--- config.mk ---
export PLATFORM = sky130hd
export DESIGN_NAME = stereo_peak_bar_meter_core
export DESIGN_NICKNAME = d
export VERILOG_FILES = /design/src/rtl/core/spbm_pkg.sv /design/src/rtl/core/stereo_peak_bar_meter_core.sv /design/src/rtl/core/spbm_front.sv /design/src/rtl/core/spbm_fifo.sv /design/src/rtl/core/spbm_back.sv
export SDC_FILE = /design/constraint.sdc
export NUM_CORES = 1
export LEC_CHECK = 0
export BUFFER_PORTS_ARGS = -buffer_cell sky130_fd_sc_hd__buf_2
export CORE_ASPECT_RATIO = 0.8
export CORE_UTILIZATION = 55
export DETAILED_ROUTE_END_ITERATION = 16
export GPL_TIMING_DRIVEN = 0
export MAX_ROUTING_LAYER = met4
export PLACE_DENSITY = 0.73
export SLEW_MARGIN = 10
export SYNTH_ARGS = -nofsm -noshare
export SYNTH_HDL_FRONTEND = slang
export SYNTH_SLANG_ARGS = --single-unit
--- constraint.sdc ---
create_clock -name clk_i -period 7.4 [get_ports clk_i]
set_input_delay 1.11 -clock clk_i [delete_from_list [all_inputs] [get_ports clk_i]]
set_output_delay 1.11 -clock clk_i [all_outputs]
set_load 0.02 [all_outputs]
--- src/rtl/core/spbm_pkg.sv ---
// ----------------------------------------------------------------------------
// Stereo peak bar meter package
// Request types, block record, register indexes and segment codes.
// ----------------------------------------------------------------------------
package spbm_pkg;

  typedef struct packed {
    logic signed [15:0] left_sample;
    logic signed [15:0] right_sample;
  } in_req_t;

  typedef struct packed {
    logic [5:0] segment_index;
    logic [1:0] segment_colour;
    logic [1:0] segment_glyph;
    logic       last_segment;
  } out_req_t;

  // finished block: final peaks of both channels
  typedef struct packed {
    logic [15:0] left_peak;
    logic [15:0] right_peak;
  } blk_t;

  typedef struct packed {
    logic valid;
    blk_t blk;
  } blk_push_t;

  typedef struct packed {
    logic valid;
    blk_t blk;
  } blk_head_t;

  localparam int unsigned CFG_IDX_W  = 2;
  localparam int unsigned CFG_DATA_W = 16;
  localparam int unsigned FPB_W      = 13;
  localparam int unsigned CNT_W      = 12;

  localparam logic [CFG_IDX_W-1:0] REG_FRAMES_PER_BLOCK = 2'd0;
  localparam logic [CFG_IDX_W-1:0] REG_LOW_THRESHOLD    = 2'd1;
  localparam logic [CFG_IDX_W-1:0] REG_HIGH_THRESHOLD   = 2'd2;

  localparam logic [FPB_W-1:0] FPB_RESET  = 13'd512;
  localparam logic [FPB_W-1:0] FPB_MAX    = 13'd4096;
  localparam logic [15:0]      LOW_RESET  = 16'd10813;
  localparam logic [15:0]      HIGH_RESET = 16'd21955;

  localparam logic [1:0] COL_DARK   = 2'd0;
  localparam logic [1:0] COL_GREEN  = 2'd1;
  localparam logic [1:0] COL_YELLOW = 2'd2;
  localparam logic [1:0] COL_RED    = 2'd3;

  localparam logic [1:0] GLY_BLANK = 2'd0;
  localparam logic [1:0] GLY_BOTH  = 2'd1;
  localparam logic [1:0] GLY_LEFT  = 2'd2;
  localparam logic [1:0] GLY_RIGHT = 2'd3;

endpackage

--- src/rtl/core/stereo_peak_bar_meter_core.sv ---
// ----------------------------------------------------------------------------
// Stereo peak bar meter core
// Timing: a block's peaks are registered in the queue, then its first segment request in the back end.
// Throughput: one frame per cycle while the queue has room; one segment request per cycle
//   while the output is not stalled, from the single segment walker behind a two-block queue.
// Reset: asynchronous, active low; clears peaks, frame count, queue and output valid,
//   and loads the register reset values.
// ----------------------------------------------------------------------------
module stereo_peak_bar_meter_core #(
  parameter int unsigned BAR_SEGMENTS = 64
) (
  input  logic                                clk_i,
  input  logic                                rst_ni,
  input  logic                                in_valid_i,
  output logic                                in_stall_o,
  input  spbm_pkg::in_req_t                   in_req_i,
  output logic                                out_valid_o,
  input  logic                                out_stall_i,
  output spbm_pkg::out_req_t                  out_req_o,
  input  logic                                cfg_we_i,
  input  logic [spbm_pkg::CFG_IDX_W-1:0]      cfg_idx_i,
  input  logic [spbm_pkg::CFG_DATA_W-1:0]     cfg_data_i
);

  logic [spbm_pkg::FPB_W-1:0] fpb_q, fpb_d;
  logic [15:0]                low_q, low_d;
  logic [15:0]                high_q, high_d;
  spbm_pkg::blk_push_t        push;
  spbm_pkg::blk_head_t        head;
  logic                       q_full, pop;

  always_comb begin
    fpb_d  = fpb_q;
    low_d  = low_q;
    high_d = high_q;
    if (cfg_we_i) begin
      case (cfg_idx_i)
        spbm_pkg::REG_FRAMES_PER_BLOCK: fpb_d  = cfg_data_i[spbm_pkg::FPB_W-1:0];
        spbm_pkg::REG_LOW_THRESHOLD:    low_d  = cfg_data_i;
        spbm_pkg::REG_HIGH_THRESHOLD:   high_d = cfg_data_i;
        default: ;
      endcase
    end
  end

  always_ff @(posedge clk_i or negedge rst_ni) begin
    if (!rst_ni) begin
      fpb_q  <= spbm_pkg::FPB_RESET;
      low_q  <= spbm_pkg::LOW_RESET;
      high_q <= spbm_pkg::HIGH_RESET;
    end else begin
      fpb_q  <= fpb_d;
      low_q  <= low_d;
      high_q <= high_d;
    end
  end

  spbm_front u_front (
    .clk_i              (clk_i),
    .rst_ni             (rst_ni),
    .in_valid_i         (in_valid_i),
    .in_stall_o         (in_stall_o),
    .in_req_i           (in_req_i),
    .frames_per_block_i (fpb_q),
    .q_full_i           (q_full),
    .push_o             (push)
  );

  spbm_fifo u_fifo (
    .clk_i  (clk_i),
    .rst_ni (rst_ni),
    .push_i (push),
    .full_o (q_full),
    .head_o (head),
    .pop_i  (pop)
  );

  spbm_back #(
    .BAR_SEGMENTS (BAR_SEGMENTS)
  ) u_back (
    .clk_i            (clk_i),
    .rst_ni           (rst_ni),
    .head_i           (head),
    .pop_o            (pop),
    .low_threshold_i  (low_q),
    .high_threshold_i (high_q),
    .out_valid_o      (out_valid_o),
    .out_stall_i      (out_stall_i),
    .out_req_o        (out_req_o)
  );

endmodule

--- src/rtl/core/spbm_front.sv ---
// ----------------------------------------------------------------------------
// Stereo peak bar meter front end
// Tracks per-channel peaks over a block and hands finished blocks on.
// ----------------------------------------------------------------------------
module spbm_front (
  input  logic                               clk_i,
  input  logic                               rst_ni,
  input  logic                               in_valid_i,
  output logic                               in_stall_o,
  input  spbm_pkg::in_req_t                  in_req_i,
  input  logic [spbm_pkg::FPB_W-1:0]         frames_per_block_i,
  input  logic                               q_full_i,
  output spbm_pkg::blk_push_t                push_o
);

  logic [15:0]                 left_peak_q, left_peak_d;
  logic [15:0]                 right_peak_q, right_peak_d;
  logic [spbm_pkg::CNT_W-1:0]  cnt_q, cnt_d;
  logic [spbm_pkg::FPB_W-1:0]  len;
  logic [spbm_pkg::FPB_W-1:0]  cnt_inc;
  logic [15:0]                 l_mag, r_mag, l_max, r_max;
  logic                        accept, blk_end;

  function automatic logic [15:0] mag16(logic [15:0] v);
    logic [16:0] m;
    m = v[15] ? (17'h10000 - {1'b0, v}) : {1'b0, v};
    return (m > 17'd32767) ? 16'd32767 : m[15:0];
  endfunction

  assign l_mag = mag16(in_req_i.left_sample);
  assign r_mag = mag16(in_req_i.right_sample);
  assign l_max = (l_mag > left_peak_q)  ? l_mag : left_peak_q;
  assign r_max = (r_mag > right_peak_q) ? r_mag : right_peak_q;

  always_comb begin
    if (frames_per_block_i == '0) begin
      len = spbm_pkg::FPB_W'(1);
    end else if (frames_per_block_i > spbm_pkg::FPB_MAX) begin
      len = spbm_pkg::FPB_MAX;
    end else begin
      len = frames_per_block_i;
    end
  end

  assign cnt_inc    = {1'b0, cnt_q} + spbm_pkg::FPB_W'(1);
  assign blk_end    = cnt_inc >= len;
  assign in_stall_o = q_full_i;
  assign accept     = in_valid_i && !q_full_i;

  assign push_o.valid          = accept && blk_end;
  assign push_o.blk.left_peak  = l_max;
  assign push_o.blk.right_peak = r_max;

  always_comb begin
    left_peak_d  = left_peak_q;
    right_peak_d = right_peak_q;
    cnt_d        = cnt_q;
    if (accept) begin
      if (blk_end) begin
        left_peak_d  = '0;
        right_peak_d = '0;
        cnt_d        = '0;
      end else begin
        left_peak_d  = l_max;
        right_peak_d = r_max;
        cnt_d        = cnt_inc[spbm_pkg::CNT_W-1:0];
      end
    end
  end

  always_ff @(posedge clk_i or negedge rst_ni) begin
    if (!rst_ni) begin
      left_peak_q  <= '0;
      right_peak_q <= '0;
      cnt_q        <= '0;
    end else begin
      left_peak_q  <= left_peak_d;
      right_peak_q <= right_peak_d;
      cnt_q        <= cnt_d;
    end
  end

endmodule

--- src/rtl/core/spbm_fifo.sv ---
// ----------------------------------------------------------------------------
// Stereo peak bar meter block queue
// Two-entry queue of finished block peaks between front and back end.
// ----------------------------------------------------------------------------
module spbm_fifo (
  input  logic                 clk_i,
  input  logic                 rst_ni,
  input  spbm_pkg::blk_push_t  push_i,
  output logic                 full_o,
  output spbm_pkg::blk_head_t  head_o,
  input  logic                 pop_i
);

  spbm_pkg::blk_t mem_q [2];
  logic           wr_ptr_q, wr_ptr_d;
  logic           rd_ptr_q, rd_ptr_d;
  logic [1:0]     cnt_q, cnt_d;
  logic           do_push, do_pop;

  assign full_o       = cnt_q == 2'd2;
  assign head_o.valid = cnt_q != 2'd0;
  assign head_o.blk   = mem_q[rd_ptr_q];

  assign do_push = push_i.valid && !full_o;
  assign do_pop  = pop_i && head_o.valid;

  always_comb begin
    wr_ptr_d = wr_ptr_q ^ do_push;
    rd_ptr_d = rd_ptr_q ^ do_pop;
    cnt_d    = cnt_q + {1'b0, do_push} - {1'b0, do_pop};
  end

  always_ff @(posedge clk_i) begin
    if (do_push) begin
      mem_q[wr_ptr_q] <= push_i.blk;
    end
  end

  always_ff @(posedge clk_i or negedge rst_ni) begin
    if (!rst_ni) begin
      wr_ptr_q <= 1'b0;
      rd_ptr_q <= 1'b0;
      cnt_q    <= '0;
    end else begin
      wr_ptr_q <= wr_ptr_d;
      rd_ptr_q <= rd_ptr_d;
      cnt_q    <= cnt_d;
    end
  end

endmodule

--- src/rtl/core/spbm_back.sv ---
// ----------------------------------------------------------------------------
// Stereo peak bar meter back end
// Walks the bar segments of one block and registers one request per segment.
// ----------------------------------------------------------------------------
module spbm_back #(
  parameter int unsigned BAR_SEGMENTS = 64
) (
  input  logic                 clk_i,
  input  logic                 rst_ni,
  input  spbm_pkg::blk_head_t  head_i,
  output logic                 pop_o,
  input  logic [15:0]          low_threshold_i,
  input  logic [15:0]          high_threshold_i,
  output logic                 out_valid_o,
  input  logic                 out_stall_i,
  output spbm_pkg::out_req_t   out_req_o
);

  localparam int unsigned VW = 23;
  localparam logic [5:0] LAST_IDX = 6'(BAR_SEGMENTS - 1);

  logic [5:0]          idx_q, idx_d;
  logic                out_valid_q, out_valid_d;
  spbm_pkg::out_req_t  out_q, out_d;
  logic                adv, is_last;
  logic [VW-1:0]       pos, lv, rv;
  logic [15:0]         lp, rp;
  logic                l_green, r_green, l_red, r_red, l_yel, r_yel;
  logic                l_lt, r_lt, l_le, r_le;
  logic [1:0]          colour, glyph;

  assign lp  = head_i.blk.left_peak;
  assign rp  = head_i.blk.right_peak;
  assign pos = VW'(idx_q) << 15;
  assign lv  = VW'(lp) * VW'(BAR_SEGMENTS);
  assign rv  = VW'(rp) * VW'(BAR_SEGMENTS);

  assign l_green = lp <= low_threshold_i;
  assign r_green = rp <= low_threshold_i;
  assign l_red   = lp >= high_threshold_i;
  assign r_red   = rp >= high_threshold_i;
  assign l_yel   = (lp > low_threshold_i) && (lp < high_threshold_i);
  assign r_yel   = (rp > low_threshold_i) && (rp < high_threshold_i);
  assign l_lt    = pos < lv;
  assign r_lt    = pos < rv;
  assign l_le    = pos <= lv;
  assign r_le    = pos <= rv;

  always_comb begin
    colour = spbm_pkg::COL_DARK;
    glyph  = spbm_pkg::GLY_BLANK;
    if (l_lt && r_lt && l_green && r_green) begin
      colour = spbm_pkg::COL_GREEN;  glyph = spbm_pkg::GLY_BOTH;
    end else if (l_lt && l_green) begin
      colour = spbm_pkg::COL_GREEN;  glyph = spbm_pkg::GLY_LEFT;
    end else if (r_lt && r_green) begin
      colour = spbm_pkg::COL_GREEN;  glyph = spbm_pkg::GLY_RIGHT;
    end else if (l_le && r_le && l_yel && r_yel) begin
      colour = spbm_pkg::COL_YELLOW; glyph = spbm_pkg::GLY_BOTH;
    end else if (l_le && l_yel) begin
      colour = spbm_pkg::COL_YELLOW; glyph = spbm_pkg::GLY_LEFT;
    end else if (r_le && r_yel) begin
      colour = spbm_pkg::COL_YELLOW; glyph = spbm_pkg::GLY_RIGHT;
    end else if (l_le && r_le && l_red && r_red) begin
      colour = spbm_pkg::COL_RED;    glyph = spbm_pkg::GLY_BOTH;
    end else if (l_le && l_red) begin
      colour = spbm_pkg::COL_RED;    glyph = spbm_pkg::GLY_LEFT;
    end else if (r_le && r_red) begin
      colour = spbm_pkg::COL_RED;    glyph = spbm_pkg::GLY_RIGHT;
    end
  end

  assign is_last = idx_q == LAST_IDX;
  assign adv     = head_i.valid && (!out_valid_q || !out_stall_i);
  assign pop_o   = adv && is_last;

  always_comb begin
    idx_d       = idx_q;
    out_d       = out_q;
    out_valid_d = out_valid_q;
    if (out_valid_q && !out_stall_i) begin
      out_valid_d = 1'b0;
    end
    if (adv) begin
      out_valid_d          = 1'b1;
      out_d.segment_index  = idx_q;
      out_d.segment_colour = colour;
      out_d.segment_glyph  = glyph;
      out_d.last_segment   = is_last;
      idx_d                = is_last ? '0 : idx_q + 6'd1;
    end
  end

  always_ff @(posedge clk_i) begin
    out_q <= out_d;
  end

  always_ff @(posedge clk_i or negedge rst_ni) begin
    if (!rst_ni) begin
      idx_q       <= '0;
      out_valid_q <= 1'b0;
    end else begin
      idx_q       <= idx_d;
      out_valid_q <= out_valid_d;
    end
  end

  assign out_valid_o = out_valid_q;
  assign out_req_o   = out_q;

endmodule

**Word-level counts from Yosys, hierarchy flattened**

Memories as Yosys holds them, arrays and structs flattened.
Cells that the tools add are included.
Widths: inputs -> output; s select.

- Bits in registers: 111
- Latch bits: 0
- RAM bits: 64
- Memory bits (read-only): 0
- Output and inout port bits: 13
- Logic and storage cells: 110
- Memories kept: 1

- Add/subtract/negate cells: 6
- Multiply operators: 0
- Div/mod/pow operators: 0
- Order comparisons: 18
- Eq/ne operators: 4
- Shifts and indexed selects: 0
- Mux-type cells: 29
- Bitwise logic cells: 2
- Reduce and logical (&&, ||, !) cells: 35

Memory list:

| name | words | width | rd ports | clocked after memory_dff | write ports | line | RTL |
|---|---|---|---|---|---|---|---|
| u_fifo.mem_q | 2 | 32 | 1 | 0 | 1 | spbm_fifo.sv:14 | `spbm_pkg::blk_t mem_q [2];` |

Operators with widths:

| operator | number |
|---|---|
| $mux 16 | 6 |
| $gt 16x16->1 | 4 |
| $le 21x22->1 | 2 |
| $lt 21x22->1 | 2 |
| $gt 17x15->1 const B | 2 |
| $mux 17 | 2 |
| $sub 17x16->17 const A | 2 |
| $ge 16x16->1 | 2 |
| $le 16x16->1 | 2 |
| $lt 16x16->1 | 2 |
| $mux 13 | 2 |
| $mux 2 | 13 |
| $logic_and 1x1->1 | 23 |
| $add 12x1->13 const B | 1 |
| $ge 13x13->1 | 1 |
| $gt 13x13->1 const B | 1 |
| $logic_not 13->1 | 1 |
| $mux 12 | 1 |
| $add 6x1->6 const B | 1 |
| $eq 6x6->1 const B | 1 |
| $mux 6 | 1 |
| $reduce_and 2->1 | 3 |
| $eq 2x2->1 const B | 2 |
| $mux 1 | 4 |
| other kinds (9) | 13 |

**Depth between registers and ports, before layout**

An unclocked memory read counts as a cell.

- Word-level depth: 11
- Depth in mapped cells: 17
- Gate-level depth less buffers: 16

**Modules after synthesis**

Synthesis repeated with hierarchy kept, for this count alone.

- Cells, all modules: 1053
- Area, all modules: 11419.7 µm²

By module, submodules not included:

| module | times used | cells an instance | area each (µm²) | sequential area each (µm²) |
|---|---|---|---|---|
| spbm_front | 1 | 536 | 4339.2 | 1101.1 |
| spbm_fifo | 1 | 120 | 2683.8 | 2021.9 |
| spbm_back | 1 | 301 | 2657.5 | 505.5 |
| stereo_peak_bar_meter_core | 1 | 96 | 1739.2 | 1147.4 |

**Least setup slack after synthesis**

No wires, ideal clock.

- Path kind: in2reg
- Start point: input port in_req_i[11] in the netlist's numbering
- End point: memory u_fifo.mem_q[0][12] in the netlist's numbering (data pin)
- Setup time: 262 ps
- Data arrival time: 4885 ps
- Path slack: 2252 ps
- Stages: 15
- Path buffers: 3
- Cells stage by stage: or4_1 > or3_1 > or4b_1 > clkbuf_1 > nand2_1 > ha_1 > a21o_1 > a21o_1 > a2111oi_0 > o21ai_0 > o31a_1 > or2_2 > clkbuf_1 > clkbuf_1 > mux2_2

RTL lines:

| element | line | RTL |
|---|---|---|
| start, declared | stereo_peak_bar_meter_core.sv:16 | `input spbm_pkg::in_req_t in_req_i,` |
| end, declared | spbm_fifo.sv:14 |  |

==> results_dict.tcl <==
set metrics [dict create \
    start_util 0.568 \
    vias 8170 \
    r2r_end "u_back.out_req_o[2]" \
    die_y_um 128 \
    routed_wl_um 24600 \
    start_kind "input port" \
    whs_ns 0.491 \
    io_buffers 65 \
    place_congestion 0.920 \
    met2_usage 0.412 \
    cap_violations 0 \
    rsz0062_at_grt "no" \
    final_antenna_net_count 0 \
    slew_violations 0 \
    synth_area_leaders "edfxtp_1 (21%), dfrtp_1 (19%), ha_1 (15%), mux2_2 (7.2%), dfstp_2 (4.1%)" \
    grt_pass1_vias 8000 \
    final_nets 1305 \
    ctsHtreeMaxLevel 4 \
    arrival_ns 5.88 \
    power_density_nw_per_um2 315 \
    use_met1 0.359 \
    final-seq-area_um2 4780 \
    cts_resized 0 \
    cts_hold_buf 0 \
    synthToLayoutAreaGrowth_pct 12.0 \
    max_freq_mhz 174 \
    fin_skew_ns 0.0105 \
    grt_util_all_layers 0.264 \
    die_w_um 159 \
    cts_root_buffer "clkbuf_16" \
    wire_per_inst_um 17.7 \
    grt_busiest_layer "met2" \
    netlist-cell-type-count 60 \
    cts_buffers 17 \
    dp_hpwl_um 19200 \
    p_leak_nw 5.35 \
    min_to "u_front.right_peak_q[1]" \
    rrSetupSlack_ns 2.58 \
    finalHoldViolCount 0 \
    finalPower_mw 3.84 \
    final-setup-viol-count 0 \
    yosysMostFrequentCell "ha_1" \
    io_pins 68 \
    grt_max_degree 54 \
    synth_seq_cells 175 \
    syn_area_um2 10900 \
    hold-path-cell-count 1 \
    cts_buffer_depth 2 \
    grt_antenna_before_repair 0 \
    reg2reg_from "u_fifo.rd_ptr_q" \
    die-area_um2 20400 \
    dr.pass1.iters 5 \
    tns_ns 0 \
    cp_max_fo 10 \
    period_needed_ns 5.76 \
    synth.top_cells.by_count "ha_1 (129), nand2_1 (97), inv_1 (87)" \
    yosysWarnings 0 \
    clk_latency_ns 0.44 \
    post-route-period-util 0.779 \
    syn_inst 1035 \
    synth_flop_cell "dfrtp_1" \
    syn_avg_cell_area_um2 10.5 \
    worstSetupPathType "in -> reg" \
    path_clk_slew_ns 0.07 \
    reg2reg_depth 13 \
    synthArstFlopShare 0.571 \
    antennaDiodeCount 0 \
    drtIter0Drc 497 \
    fp.coreArea_um2 19200 \
    hold_path.class "reg -> reg" \
    cp_slowest_stage_delay_ns 0.66 \
    ys_seq_area_frac 0.438 \
    route.detailed.drc 0 \
    path_cells "buf_2, nor3_1, nand4b_1, nor3_1, nand3_1, clkbuf_1, nand2_1, ha_1, a21o_1, a21oi_1, a21oi_1, o31a_1, o31ai_1, clkbuf_1, clkbuf_1, a21oi_1" \
    slew_headroom 0.235 \
    cp_slowest_cell "o31ai_1" \
    status "completed" \
    multi_input_area_um2 5680 \
    cts_tree "built" \
    peakVddDrop_mv 0.159 \
    row_count 45 \
    grt_pass1_wl_um 40800 \
    drive_gt1_frac 0.170 \
    cts_sinks 175 \
    post_cts_buffers 0 \
    holdCritStartpoint "u_front.right_peak_q[1]" \
    grt-ovfl-total 0 \
    met3_usage 0.0450 \
    critPathCaptureType "register" \
    synth_edf_count 75 \
    cp.required_ns 7.52 \
    avgViaCountPerCell 5.87 \
    worstMarginPinSlew_ns 1.14 \
    yosysTopAreaCell "edfxtp_1" \
    synth_top_cell_area_share 0.207 \
    nFillCells 1517 \
]
## registers in the layout, summed over array words and instances, names as in the netlist, 2 cells and up
register and flops:
u_back.idx_q 6, u_front.cnt_q 12, fpb_q 13, u_front.left_peak_q 16
low_q 16, u_fifo.cnt_q 2, u_fifo.mem_q 64, u_front.right_peak_q 16
u_back.out_req_o 11, high_q 16
## worst max-delay path: cells and delay by family
kind,cells,cell delay [ns]
AOI/OAI and AO/OA,6,1.68
adders and majority gates,1,0.26
buffers and inverters,4,1.34
and+or+nand+nor,5,1.49
## report_power, final
| group | total (mW) | internal [mW] | switching (mW) |
|---|---|---|---|
| Clock | 0.944 | 0.543 | 0.401 |
| Sequential | 1.43 | 1.28 | 0.149 |
| Combinational | 1.47 | 0.617 | 0.849 |
## worst max path at each step
stage                       from                        to  slack [ns]  depth (start not counted)
floorplan           in_req_i[11]       u_fifo.mem_q[0][12]        2.25                         15
global placement     in_req_i[2]  u_front.right_peak_q[11]        1.38                         16
detailed placement  in_req_i[18]       u_fifo.mem_q[0][20]        1.39                         16
CTS                 in_req_i[18]       u_fifo.mem_q[1][20]        1.81                         16
global route        in_req_i[18]       u_fifo.mem_q[0][20]        1.01                         16
finish              in_req_i[18]       u_fifo.mem_q[1][20]        1.64                         16
## final cells by class
| class | count | area share |
|---|---|---|
| Buffer | 31 | 0.0101 |
| Clock buffer | 17 | 0.0348 |
| Clock inverter | 15 | 0.0158 |
| Inverter | 87 | 0.0267 |
| Multi-Input combinational cell | 743 | 0.465 |
| Sequential cell | 175 | 0.391 |
| Tap cell | 258 | 0.0264 |
| Timing Repair Buffer | 66 | 0.0294 |
## cell families after synthesis
family          Yosys count  share of synthesized area
simple gates            273                      0.124
compound gates          219                      0.134
flops                   175                      0.438
fa+ha+maj               129                      0.148
buf+inv                 118                     0.0413
mux                      84                     0.0852
xor+xnor                 36                     0.0289
other cells               1                   0.000344
## cell usage in the layout (no fill, tap or decap), types with 9 or more instances in the layout
| cell type | instances |
|---|---|
| a21o_1 | 19 |
| a21oi_1 | 59 |
| a22o_1 | 18 |
| a32o_1 | 15 |
| buf_2 | 64 |
| clkbuf_1 | 28 |
| clkbuf_16 | 17 |
| dfrtp_1 | 83 |
| dfstp_2 | 17 |
| edfxtp_1 | 75 |
| ha_1 | 127 |
| inv_1 | 87 |
| inv_6 | 9 |
| mux2_2 | 70 |
| mux2i_1 | 14 |
| nand2_1 | 97 |
| nand3_1 | 26 |
| nand4_1 | 22 |
| nor2_1 | 41 |
| nor2b_1 | 14 |
| nor3_1 | 14 |
| nor4_1 | 14 |
| o21ai_0 | 46 |
| o31ai_1 | 9 |
| xnor2_1 | 11 |
| xor2_1 | 25 |
## metrics by stage
step	util	setup slack [ns]	std cells	area, um2
after floorplan	-	2.25	1036	10900
after global placement	0.602	1.38	1359	11600
after detailed placement	0.604	1.39	1360	11600
after CTS	0.636	1.81	1392	12200
after global routing	0.636	1.01	1392	12200
final	0.636	1.64	1392	12200
## layer usage
metal | wire length (um) | vias to the layer above
met2 | 11000 | 240
met4 | 331 | 0
met5 | 0 | -
met1 | 11700 | 3922
li1 | - | 3983
met3 | 1530 | 25
Note: power is estimated with default switching activity, not from simulation.
